[src/hdl/bole_pkg.sv]
// Shared types and constants for the bounded ordered list engine.
package bole_pkg;

   localparam int ACTION_W   = 3;
   localparam int VALUE_W    = 32;
   localparam int POSITION_W = 8;
   localparam int STATUS_W   = 3;
   localparam int COUNT_W    = 7;
   localparam int DEPTH_DEFAULT = 16;

   typedef enum logic [ACTION_W-1:0] {
      ACT_INS_FRONT = 3'd0,
      ACT_INS_END   = 3'd1,
      ACT_INS_POS   = 3'd2,
      ACT_DELETE    = 3'd3,
      ACT_PRINT     = 3'd4,
      ACT_CLEAR     = 3'd5
   } action_type;

   typedef enum logic [STATUS_W-1:0] {
      STATUS_OK       = 3'd0,
      STATUS_FULL     = 3'd1,
      STATUS_BADPOS   = 3'd2,
      STATUS_NOTFOUND = 3'd3,
      STATUS_EMPTY    = 3'd4
   } status_type;

   typedef enum logic [1:0] {
      OP_IDLE   = 2'd0,
      OP_INSERT = 2'd1,
      OP_DELETE = 2'd2,
      OP_ROTATE = 2'd3
   } cell_op_type;

   typedef enum logic {
      STATE_IDLE  = 1'b0,
      STATE_PRINT = 1'b1
   } state_type;

   // Command broadcast to every cell of the chain
   typedef struct packed {
      cell_op_type               op;
      logic [COUNT_W-1:0]        idx;
      logic signed [VALUE_W-1:0] value;
   } cell_cmd_type;

endpackage

[src/hdl/bole_req_if.sv]
// Request channel: action, value and position with a valid/ready handshake.
interface bole_req_if;
   logic                                valid;
   logic                                ready;
   logic [bole_pkg::ACTION_W-1:0]       action;
   logic signed [bole_pkg::VALUE_W-1:0] value;
   logic [bole_pkg::POSITION_W-1:0]     position;

   modport source (output valid, action, value, position, input ready);
   modport sink   (input valid, action, value, position, output ready);
endinterface

[src/hdl/bole_rsp_if.sv]
// Response channel: status, entry value, entry count and last flag.
interface bole_rsp_if;
   logic                                valid;
   logic                                ready;
   logic [bole_pkg::STATUS_W-1:0]       status;
   logic signed [bole_pkg::VALUE_W-1:0] entry_value;
   logic [bole_pkg::COUNT_W-1:0]        entry_count;
   logic                                last;

   modport source (output valid, status, entry_value, entry_count, last, input ready);
   modport sink   (input valid, status, entry_value, entry_count, last, output ready);
endinterface

[src/hdl/bole_cell.sv]
// One list slot: holds an entry and shifts, loads or compares on command.
module bole_cell #(
   parameter int CELL_INDEX = 0
) (
   input  logic                                clock,
   input  bole_pkg::cell_cmd_type              cmd,
   input  logic signed [bole_pkg::VALUE_W-1:0] left_value,
   input  logic signed [bole_pkg::VALUE_W-1:0] right_value,
   input  logic signed [bole_pkg::VALUE_W-1:0] head_value,
   input  logic                                seen_in,
   output logic signed [bole_pkg::VALUE_W-1:0] value_out,
   output logic                                seen_out
);

   localparam logic [bole_pkg::COUNT_W-1:0] MY_IDX = bole_pkg::COUNT_W'(CELL_INDEX);

   logic signed [bole_pkg::VALUE_W-1:0] value_ff;
   logic signed [bole_pkg::VALUE_W-1:0] value_in;
   logic                                hit;

   // A match counts only inside the live part of the list
   assign hit = (cmd.op == bole_pkg::OP_DELETE) && (MY_IDX < cmd.idx) &&
                (value_ff == cmd.value);
   assign seen_out  = seen_in | hit;
   assign value_out = value_ff;

   always_comb begin
      value_in = value_ff;
      case (cmd.op)
         bole_pkg::OP_INSERT: begin
            if (MY_IDX == cmd.idx) begin
               value_in = cmd.value;
            end else if (MY_IDX > cmd.idx) begin
               value_in = left_value;
            end
         end
         bole_pkg::OP_DELETE: begin
            // close the gap from the first match onwards
            if (seen_out) begin
               value_in = right_value;
            end
         end
         bole_pkg::OP_ROTATE: begin
            if (MY_IDX == cmd.idx) begin
               value_in = head_value;
            end else if (MY_IDX < cmd.idx) begin
               value_in = right_value;
            end
         end
         default: begin
            value_in = value_ff;
         end
      endcase
   end

   always_ff @(posedge clock) begin
      value_ff <= value_in;
   end

endmodule

[src/hdl/bole_chain.sv]
// Row of list cells with neighbour links and the first-match ripple.
module bole_chain #(
   parameter int DEPTH = bole_pkg::DEPTH_DEFAULT
) (
   input  logic                                clock,
   input  bole_pkg::cell_cmd_type              cmd,
   output logic signed [bole_pkg::VALUE_W-1:0] head_value,
   output logic                                found
);

   logic signed [bole_pkg::VALUE_W-1:0] cell_value [DEPTH];
   logic                                seen       [DEPTH+1];

   assign seen[0]    = 1'b0;
   assign head_value = cell_value[0];
   assign found      = seen[DEPTH];

   for (genvar g = 0; g < DEPTH; g++) begin : g_cell
      logic signed [bole_pkg::VALUE_W-1:0] left_v;
      logic signed [bole_pkg::VALUE_W-1:0] right_v;

      if (g == 0) begin : g_first
         assign left_v = cmd.value;
      end else begin : g_inner_l
         assign left_v = cell_value[g-1];
      end

      if (g == DEPTH-1) begin : g_last
         assign right_v = cell_value[g];
      end else begin : g_inner_r
         assign right_v = cell_value[g+1];
      end

      bole_cell #(
         .CELL_INDEX (g)
      ) u_cell (
         .clock       (clock),
         .cmd         (cmd),
         .left_value  (left_v),
         .right_value (right_v),
         .head_value  (cell_value[0]),
         .seen_in     (seen[g]),
         .value_out   (cell_value[g]),
         .seen_out    (seen[g+1])
      );
   end

endmodule

[src/hdl/bounded_ordered_list_engine.sv]
// Top level of the bounded ordered list engine.
// Keeps an ordered list of up to DEPTH signed 32-bit values in a row of cells
// that shift, compare and rotate in parallel. Insert, delete, clear and
// unknown actions finish in the cycle they are accepted and give one response;
// a new request is taken every cycle as long as the response register is free
// or being drained. Print is accepted and then streams one entry a cycle by
// rotating the chain towards the head, while the response register is free or
// being drained; the request side stays busy until the last entry is sent.
// An empty print gives one response with status empty.
module bounded_ordered_list_engine #(
   parameter int DEPTH = bole_pkg::DEPTH_DEFAULT
) (
   input logic             clock,
   input logic             reset,
   bole_req_if.sink        req_chan,
   bole_rsp_if.source      rsp_chan
);

   localparam int CW = $clog2(DEPTH + 1);
   localparam logic [CW-1:0] FULL_COUNT = CW'(DEPTH);

   bole_pkg::state_type    state_ff, state_in;
   logic [CW-1:0]          count_ff, count_in;
   logic [CW-1:0]          pr_ff, pr_in;
   logic                   rsp_valid_ff, rsp_valid_in;
   logic [bole_pkg::STATUS_W-1:0]       status_ff, status_in;
   logic signed [bole_pkg::VALUE_W-1:0] entry_ff, entry_in;
   logic [bole_pkg::COUNT_W-1:0]        rcount_ff, rcount_in;
   logic                   last_ff, last_in;

   bole_pkg::cell_cmd_type cmd;
   bole_pkg::action_type   action;
   logic signed [bole_pkg::VALUE_W-1:0] head_value;
   logic                   found;
   logic                   accept;
   logic                   out_free;
   logic                   full;
   logic                   badpos;
   logic                   print_last;
   logic [bole_pkg::POSITION_W-1:0] pos_idx;
   logic [CW-1:0]          count_m1;

   assign out_free = !rsp_valid_ff || rsp_chan.ready;
   assign req_chan.ready = (state_ff == bole_pkg::STATE_IDLE) && out_free;
   assign accept = req_chan.valid && req_chan.ready;
   assign action = bole_pkg::action_type'(req_chan.action);

   assign full     = (count_ff == FULL_COUNT);
   // positions 0, 1 and 2 all land after the first entry
   assign pos_idx  = (req_chan.position <= bole_pkg::POSITION_W'(2)) ?
                     bole_pkg::POSITION_W'(1) :
                     req_chan.position - bole_pkg::POSITION_W'(1);
   assign badpos   = bole_pkg::POSITION_W'(count_ff) < pos_idx;
   assign count_m1 = count_ff - CW'(1);
   assign print_last = (pr_ff == count_m1);

   // Cell command
   always_comb begin
      cmd.op    = bole_pkg::OP_IDLE;
      cmd.idx   = '0;
      cmd.value = req_chan.value;
      if (state_ff == bole_pkg::STATE_IDLE) begin
         if (accept) begin
            case (action)
               bole_pkg::ACT_INS_FRONT: begin
                  if (!full) begin
                     cmd.op = bole_pkg::OP_INSERT;
                  end
               end
               bole_pkg::ACT_INS_END: begin
                  if (!full) begin
                     cmd.op  = bole_pkg::OP_INSERT;
                     cmd.idx = bole_pkg::COUNT_W'(count_ff);
                  end
               end
               bole_pkg::ACT_INS_POS: begin
                  if (!full && !badpos) begin
                     cmd.op  = bole_pkg::OP_INSERT;
                     cmd.idx = pos_idx[bole_pkg::COUNT_W-1:0];
                  end
               end
               bole_pkg::ACT_DELETE: begin
                  cmd.op  = bole_pkg::OP_DELETE;
                  cmd.idx = bole_pkg::COUNT_W'(count_ff);
               end
               default: begin
                  cmd.op = bole_pkg::OP_IDLE;
               end
            endcase
         end
      end else if (out_free) begin
         cmd.op  = bole_pkg::OP_ROTATE;
         cmd.idx = bole_pkg::COUNT_W'(count_m1);
      end
   end

   bole_chain #(
      .DEPTH (DEPTH)
   ) u_chain (
      .clock      (clock),
      .cmd        (cmd),
      .head_value (head_value),
      .found      (found)
   );

   // Next state and response
   always_comb begin
      state_in     = state_ff;
      count_in     = count_ff;
      pr_in        = pr_ff;
      rsp_valid_in = rsp_valid_ff && !rsp_chan.ready;
      status_in    = status_ff;
      entry_in     = entry_ff;
      rcount_in    = rcount_ff;
      last_in      = last_ff;
      if (state_ff == bole_pkg::STATE_IDLE) begin
         if (accept) begin
            rsp_valid_in = 1'b1;
            status_in    = bole_pkg::STATUS_OK;
            entry_in     = '0;
            last_in      = 1'b1;
            case (action)
               bole_pkg::ACT_INS_FRONT, bole_pkg::ACT_INS_END: begin
                  if (full) begin
                     status_in = bole_pkg::STATUS_FULL;
                  end else begin
                     count_in = count_ff + CW'(1);
                  end
               end
               bole_pkg::ACT_INS_POS: begin
                  if (full) begin
                     status_in = bole_pkg::STATUS_FULL;
                  end else if (badpos) begin
                     status_in = bole_pkg::STATUS_BADPOS;
                  end else begin
                     count_in = count_ff + CW'(1);
                  end
               end
               bole_pkg::ACT_DELETE: begin
                  if (found) begin
                     count_in = count_m1;
                  end else begin
                     status_in = bole_pkg::STATUS_NOTFOUND;
                  end
               end
               bole_pkg::ACT_PRINT: begin
                  if (count_ff == '0) begin
                     status_in = bole_pkg::STATUS_EMPTY;
                  end else begin
                     // hold the response until the first entry is streamed
                     rsp_valid_in = 1'b0;
                     state_in     = bole_pkg::STATE_PRINT;
                     pr_in        = '0;
                  end
               end
               bole_pkg::ACT_CLEAR: begin
                  count_in = '0;
               end
               default: begin
                  status_in = bole_pkg::STATUS_OK;
               end
            endcase
            rcount_in = bole_pkg::COUNT_W'(count_in);
         end
      end else if (out_free) begin
         rsp_valid_in = 1'b1;
         status_in    = bole_pkg::STATUS_OK;
         entry_in     = head_value;
         rcount_in    = bole_pkg::COUNT_W'(count_ff);
         last_in      = print_last;
         pr_in        = pr_ff + CW'(1);
         if (print_last) begin
            state_in = bole_pkg::STATE_IDLE;
         end
      end
   end

   always_ff @(posedge clock) begin
      if (reset) begin
         state_ff     <= bole_pkg::STATE_IDLE;
         count_ff     <= '0;
         pr_ff        <= '0;
         rsp_valid_ff <= 1'b0;
      end else begin
         state_ff     <= state_in;
         count_ff     <= count_in;
         pr_ff        <= pr_in;
         rsp_valid_ff <= rsp_valid_in;
      end
   end

   always_ff @(posedge clock) begin
      status_ff <= status_in;
      entry_ff  <= entry_in;
      rcount_ff <= rcount_in;
      last_ff   <= last_in;
   end

   assign rsp_chan.valid       = rsp_valid_ff;
   assign rsp_chan.status      = status_ff;
   assign rsp_chan.entry_value = entry_ff;
   assign rsp_chan.entry_count = rcount_ff;
   assign rsp_chan.last        = last_ff;

endmodule

[src/flat_wrapper.sv]
// flat-port wrapper written by rule: the top's interface ports become plain ports
module bounded_ordered_list_engine_flat 
#(
   parameter int DEPTH = bole_pkg::DEPTH_DEFAULT
)
  (clock, reset, req_chan_valid, req_chan_action, req_chan_value, req_chan_position, req_chan_ready, rsp_chan_valid, rsp_chan_status, rsp_chan_entry_value, rsp_chan_entry_count, rsp_chan_last, rsp_chan_ready);
  bole_req_if req_chan_i ();
  bole_rsp_if rsp_chan_i ();
  input logic clock;
  input logic reset;
  input wire logic [$bits(req_chan_i.valid)-1:0] req_chan_valid;
  input wire logic [$bits(req_chan_i.action)-1:0] req_chan_action;
  input wire logic [$bits(req_chan_i.value)-1:0] req_chan_value;
  input wire logic [$bits(req_chan_i.position)-1:0] req_chan_position;
  output wire logic [$bits(req_chan_i.ready)-1:0] req_chan_ready;
  output wire logic [$bits(rsp_chan_i.valid)-1:0] rsp_chan_valid;
  output wire logic [$bits(rsp_chan_i.status)-1:0] rsp_chan_status;
  output wire logic [$bits(rsp_chan_i.entry_value)-1:0] rsp_chan_entry_value;
  output wire logic [$bits(rsp_chan_i.entry_count)-1:0] rsp_chan_entry_count;
  output wire logic [$bits(rsp_chan_i.last)-1:0] rsp_chan_last;
  input wire logic [$bits(rsp_chan_i.ready)-1:0] rsp_chan_ready;
  assign req_chan_i.valid = req_chan_valid;
  assign req_chan_i.action = req_chan_action;
  assign req_chan_i.value = req_chan_value;
  assign req_chan_i.position = req_chan_position;
  assign req_chan_ready = req_chan_i.ready;
  assign rsp_chan_valid = rsp_chan_i.valid;
  assign rsp_chan_status = rsp_chan_i.status;
  assign rsp_chan_entry_value = rsp_chan_i.entry_value;
  assign rsp_chan_entry_count = rsp_chan_i.entry_count;
  assign rsp_chan_last = rsp_chan_i.last;
  assign rsp_chan_i.ready = rsp_chan_ready;
  bounded_ordered_list_engine #(.DEPTH(DEPTH)) u_core (.clock(clock), .reset(reset), .req_chan(req_chan_i), .rsp_chan(rsp_chan_i));
endmodule
[config.mk]
export PLATFORM = sky130hd
export DESIGN_NAME = bounded_ordered_list_engine_flat
export DESIGN_NICKNAME = d
export VERILOG_FILES = /design/src/hdl/bole_pkg.sv /design/src/hdl/bole_req_if.sv /design/src/hdl/bole_rsp_if.sv /design/src/hdl/bole_cell.sv /design/src/hdl/bole_chain.sv /design/src/hdl/bounded_ordered_list_engine.sv /design/src/flat_wrapper.sv
export SDC_FILE = /design/constraint.sdc
export NUM_CORES = 2
export LEC_CHECK = 0
export ABC_CLOCK_PERIOD_IN_PS = 9200
export BUFFER_PORTS_ARGS = -buffer_cell sky130_fd_sc_hd__buf_4
export CORE_UTILIZATION = 50
export DETAILED_ROUTE_END_ITERATION = 8
export GPL_TIMING_DRIVEN = 0
export PLACE_DENSITY = 0.77
export SLEW_MARGIN = 20
export SYNTH_ARGS = -nofsm -noshare
export SYNTH_HDL_FRONTEND = slang
export SYNTH_SLANG_ARGS = --single-unit
[constraint.sdc]
create_clock -name clock -period 9.2 [get_ports clock]
set_input_delay 1.38 -clock clock [delete_from_list [all_inputs] [get_ports clock]]
set_output_delay 1.38 -clock clock [all_outputs]
set_load 0.05 [all_outputs]
==> impl_metrics.env <==
export IMPL_unique_cell_type_count_in_the_yosys_netlist=69
export IMPL_htree_levels=3
export IMPL_clock_fmax_mhz=137
export IMPL_die_area_mm2=0.0682
export IMPL_drv_max_cap_violation_count=0
export IMPL_cp_buffers_inverters=8
export IMPL_layout_nets=3375
export IMPL_worstMarginPinSlew_ns=1.27
export IMPL_maxSlewViolCount=0
export IMPL_post_synth_inst_count=3151
export IMPL_cts_max_path_buffers=3
export IMPL_cp_required_ns=9.52
export IMPL_finalWorstSetupSlack_ns=1.92
export IMPL_cp_top_family="simple AND/OR/NAND/NOR gates"
export IMPL_crit_type="in2reg"
export IMPL_rsz_0062_raised_after_global_routing="false"
export IMPL_syn_cell_area_mm2=0.0336
export IMPL_final_hold_viol_count=0
export IMPL_fillers=5704
export IMPL_final_period_utilization_pct=79.2
export IMPL_setup_worst_path_end_class="register"
export IMPL_detail_route_first_pass_iterations=9
export IMPL_fin_tns_setup_ns=0
export IMPL_detail_route_wirelength_um=154000
export IMPL_cp_slowest_stage_delay_ns=0.96
export IMPL_ctsHoldBuffers=0
export IMPL_postSynth_topFlopCell="edfxtp_1"
export IMPL_worst_setup_hold_path_clk_slew_ns=0.06
export IMPL_synth_ff_latch_count=565
export IMPL_detailed_place_hpwl_um=119000
export IMPL_grt_ovfl_total=0
export IMPL_ctsRootBufferMaster="clkbuf_16"
export IMPL_area_sequential_mm2=0.0168
export IMPL_post_route_drc_count=10
export IMPL_synth_area_top_cells="edfxtp_1, a221o_1, xnor2_1"
export IMPL_arrival_ns=7.60
export IMPL_yosysTopAreaCellShare_pct=49.4
export IMPL_synth_warnings=0
export IMPL_power_leakage_nw=13.3
export IMPL_syn2layout_area_growth_pct=12.5
export IMPL_crit_path_top_cell_by_count="buf_2"
export IMPL_antenna_violating_nets_post_route=0
export IMPL_io_pins=92
export IMPL_core_mm2=0.0661
export IMPL_crit_slowest_cell="nor3_1"
export IMPL_grt_util_all_layers_pct=44.2
export IMPL_num_rows=94
export IMPL_grt_pass1_vias=28100
export IMPL_final_period_minus_worst_setup_slack_ns=7.28
export IMPL_dp_worst_setup_slack_ns=1.59
export IMPL_hold_class="reg2reg"
export IMPL_synth_most_common_cell="edfxtp_1"
export IMPL_floorplan_initialDensity_pct=50.8
export IMPL_synth_top_cell_by_area="edfxtp_1"
export IMPL_final_setup_skew_ns=0.0297
export IMPL_wl_per_cell_um=36.3
export IMPL_insertion_delay_to_the_later_sink_of_the_worst_skew_pair_ns=0.62
export IMPL_grt_start_max_net_pins=34
export IMPL_cts_buffers=66
export IMPL_cts_sink_count=565
export IMPL_crit_path_cell_trace="buf_4 -> inv_1 -> ha_1 -> nand2b_1 -> nand3_1 -> nand2_1 -> ha_1 -> and3_1 -> nand3_1 -> o21ai_0 -> o21ai_0 -> o21ai_0 -> nand2_1 -> nor3_1 -> nor2_1 -> a2111oi_2 -> buf_2 -> buf_2 -> buf_2 -> buf_2 -> buf_2 -> buf_2"
export IMPL_initial_antenna_violation_count=11
export IMPL_violated_checks="design-rule violations"
export IMPL_chipHeight_um=261
export IMPL_timing_max_slew_rel_slack_pct=15.4
export IMPL_multi_input_area_mm2=0.0158
export IMPL_route_detailed_vias_per_inst=7.33
export IMPL_post_cts_resized_instances=0
export IMPL_synth_commonest_cells="edfxtp_1, nor2_1, a221o_1"
export IMPL_wire_length_of_the_first_global_routing_pass_um=211000
export IMPL_detail_route_iter0_violations=6789
export IMPL_cts_post_setup_buffers_inserted=0
export IMPL_dr_total_vias=31100
export IMPL_outcome="finished with violations"
export IMPL_power_ir_vdd_worst_mv=0.138
export IMPL_drive_above_1_share_pct=6.95
export IMPL_tritoncts="done"
export IMPL_yosysSeqAreaShare_pct=50.2
export IMPL_startpoint_type="input pin"
export IMPL_gp_routability_congestion=1.13
export IMPL_synth_edf_count=553
export IMPL_power_per_cell_area_mw_per_mm2=183
export IMPL_setup_viol=0
export IMPL_floorplan_die_width_um=261
export IMPL_postSynth_asyncResetShare_pct=0
export IMPL_buffer_ports_inserted=57
export IMPL_synthesis_area_per_instance_um2=10.7
export IMPL_worstPathMaxFanout=9
state kept, by name, summed over array words and instances (netlist names):
signal,flops
u_core.state_ff,1
u_core.rsp_chan.status,3
u_core.u_chain.g_cell.u_cell.value_out,512
u_core.rsp_chan.entry_count,5
u_core.rsp_chan.valid,1
u_core.rsp_chan.last,1
u_core.rsp_chan.entry_value,32
u_core.pr_ff,5
u_core.count_ff,5
placed cells by master (no fill, tap or decap), types with 7 or more instances in the layout:
cell,n
a211oi_1,7
a21oi_1,39
a221o_1,416
a22oi_1,32
a31oi_1,8
and2_1,70
and3_1,10
buf_1,43
buf_2,14
buf_4,69
buf_6,18
clkbuf_1,237
clkbuf_16,67
clkinv_1,10
clkinv_2,17
dfxtp_1,12
edfxtp_1,553
ha_1,10
inv_1,10
mux2i_1,37
nand2_1,261
nand3_1,19
nand4_1,91
nor2_1,483
nor2b_1,7
nor3_1,24
nor4_1,79
o21a_1,8
o21ai_0,68
xnor2_1,264
xor2_1,262
metal layers:
layer / share of wire, % / track usage (%)
met1: 34 / 55.1
met2: 40 / 62.6
met3: 18 / 21.0
met4: 7.4 / 24.5
met5: 0.078 / 0.625
worst reg2reg max path, stage by stage, from the launching register on:
cell and delay [ns]:
dfxtp_1 0.53, clkbuf_1 0.48, inv_1 0.18, ha_1 0.23, buf_2 0.19, and4bb_4 0.25
or3_4 0.40, or3_4 0.38, nor4_1 0.57, nor3_1 0.12, a21oi_1 0.25, clkbuf_1 0.59
o21ai_0 0.13, and2_1 0.30, a2111oi_2 0.77, buf_2 0.28, buf_2 0.22, buf_2 0.26
buf_2 0.25, buf_2 0.23, buf_2 0.22
area by class of cell:
type | instances | share of cell area (%)
Sequential cell | 565 | 44.6
Antenna cell | 4 | 0.0265
Clock inverter | 37 | 0.891
Multi-Input combinational cell | 2298 | 41.8
Inverter | 10 | 0.0994
Tap cell | 864 | 2.86
Buffer | 279 | 2.84
Timing Repair Buffer | 98 | 2.34
Clock buffer | 80 | 4.57
path summary, 6_finish.rpt:
check / startpoint / endpoint / cells past startpoint / slack [ns]
setup / recovery: req_chan_position[0] / u_core.u_chain.g_cell[4].u_cell.value_out[17] / 22 / 1.92
hold / removal: u_core.pr_ff[1] / u_core.pr_ff[1] / 2 / 0.52
setup reg to reg: u_core.count_ff[0] / u_core.u_chain.g_cell[4].u_cell.value_out[17] / 20 / 2.07
hold reg to reg: u_core.pr_ff[1] / u_core.pr_ff[1] / 2 / 0.52
through the flow:
| step | power, mW | util (%) | std cells | cell area [µm²] | hold slack [ns] |
|---|---|---|---|---|---|
| 3_5_place_dp | 4.19 | 54.0 | 4114 | 35700 | 0.507 |
| 5_1_grt | 6.96 | 57.1 | 4231 | 37800 | 0.554 |
| 6_report | 6.90 | 57.2 | 4235 | 37800 | 0.520 |
| 2_1_floorplan | 3.74 | - | 3152 | 33600 | 0.490 |
| 4_1_cts | 6.78 | 57.1 | 4231 | 37800 | 0.517 |
| 3_3_place_gp | 4.17 | 53.1 | 4073 | 35100 | 0.507 |
cell families (layout without fill, tap and decap cells):
| family | count (synthesis) | count (layout) | synth area share (%) |
|---|---|---|---|
| and+or+nand+nor | 1093 | 1093 | 14.9 |
| muxes | 37 | 37 | 1.10 |
| DFF | 565 | 565 | 50.2 |
| xor gates and xnor gates | 526 | 526 | 13.7 |
| buffers and inverters | 289 | 504 | 3.30 |
| adders and majority gates | 10 | 10 | 0.373 |
| AOI/OAI and AO/OA | 630 | 630 | 16.4 |
| other | 1 | 6 | 0.0112 |
power by group:
part	switching, mW	internal, mW	total [mW]
Combinational	0.743	0.339	1.08
Clock	1.16	1.51	2.66
Sequential	0.162	2.99	3.15
Total	2.06	4.84	6.90
No activity file was read; power rests on OpenSTA's default activity.
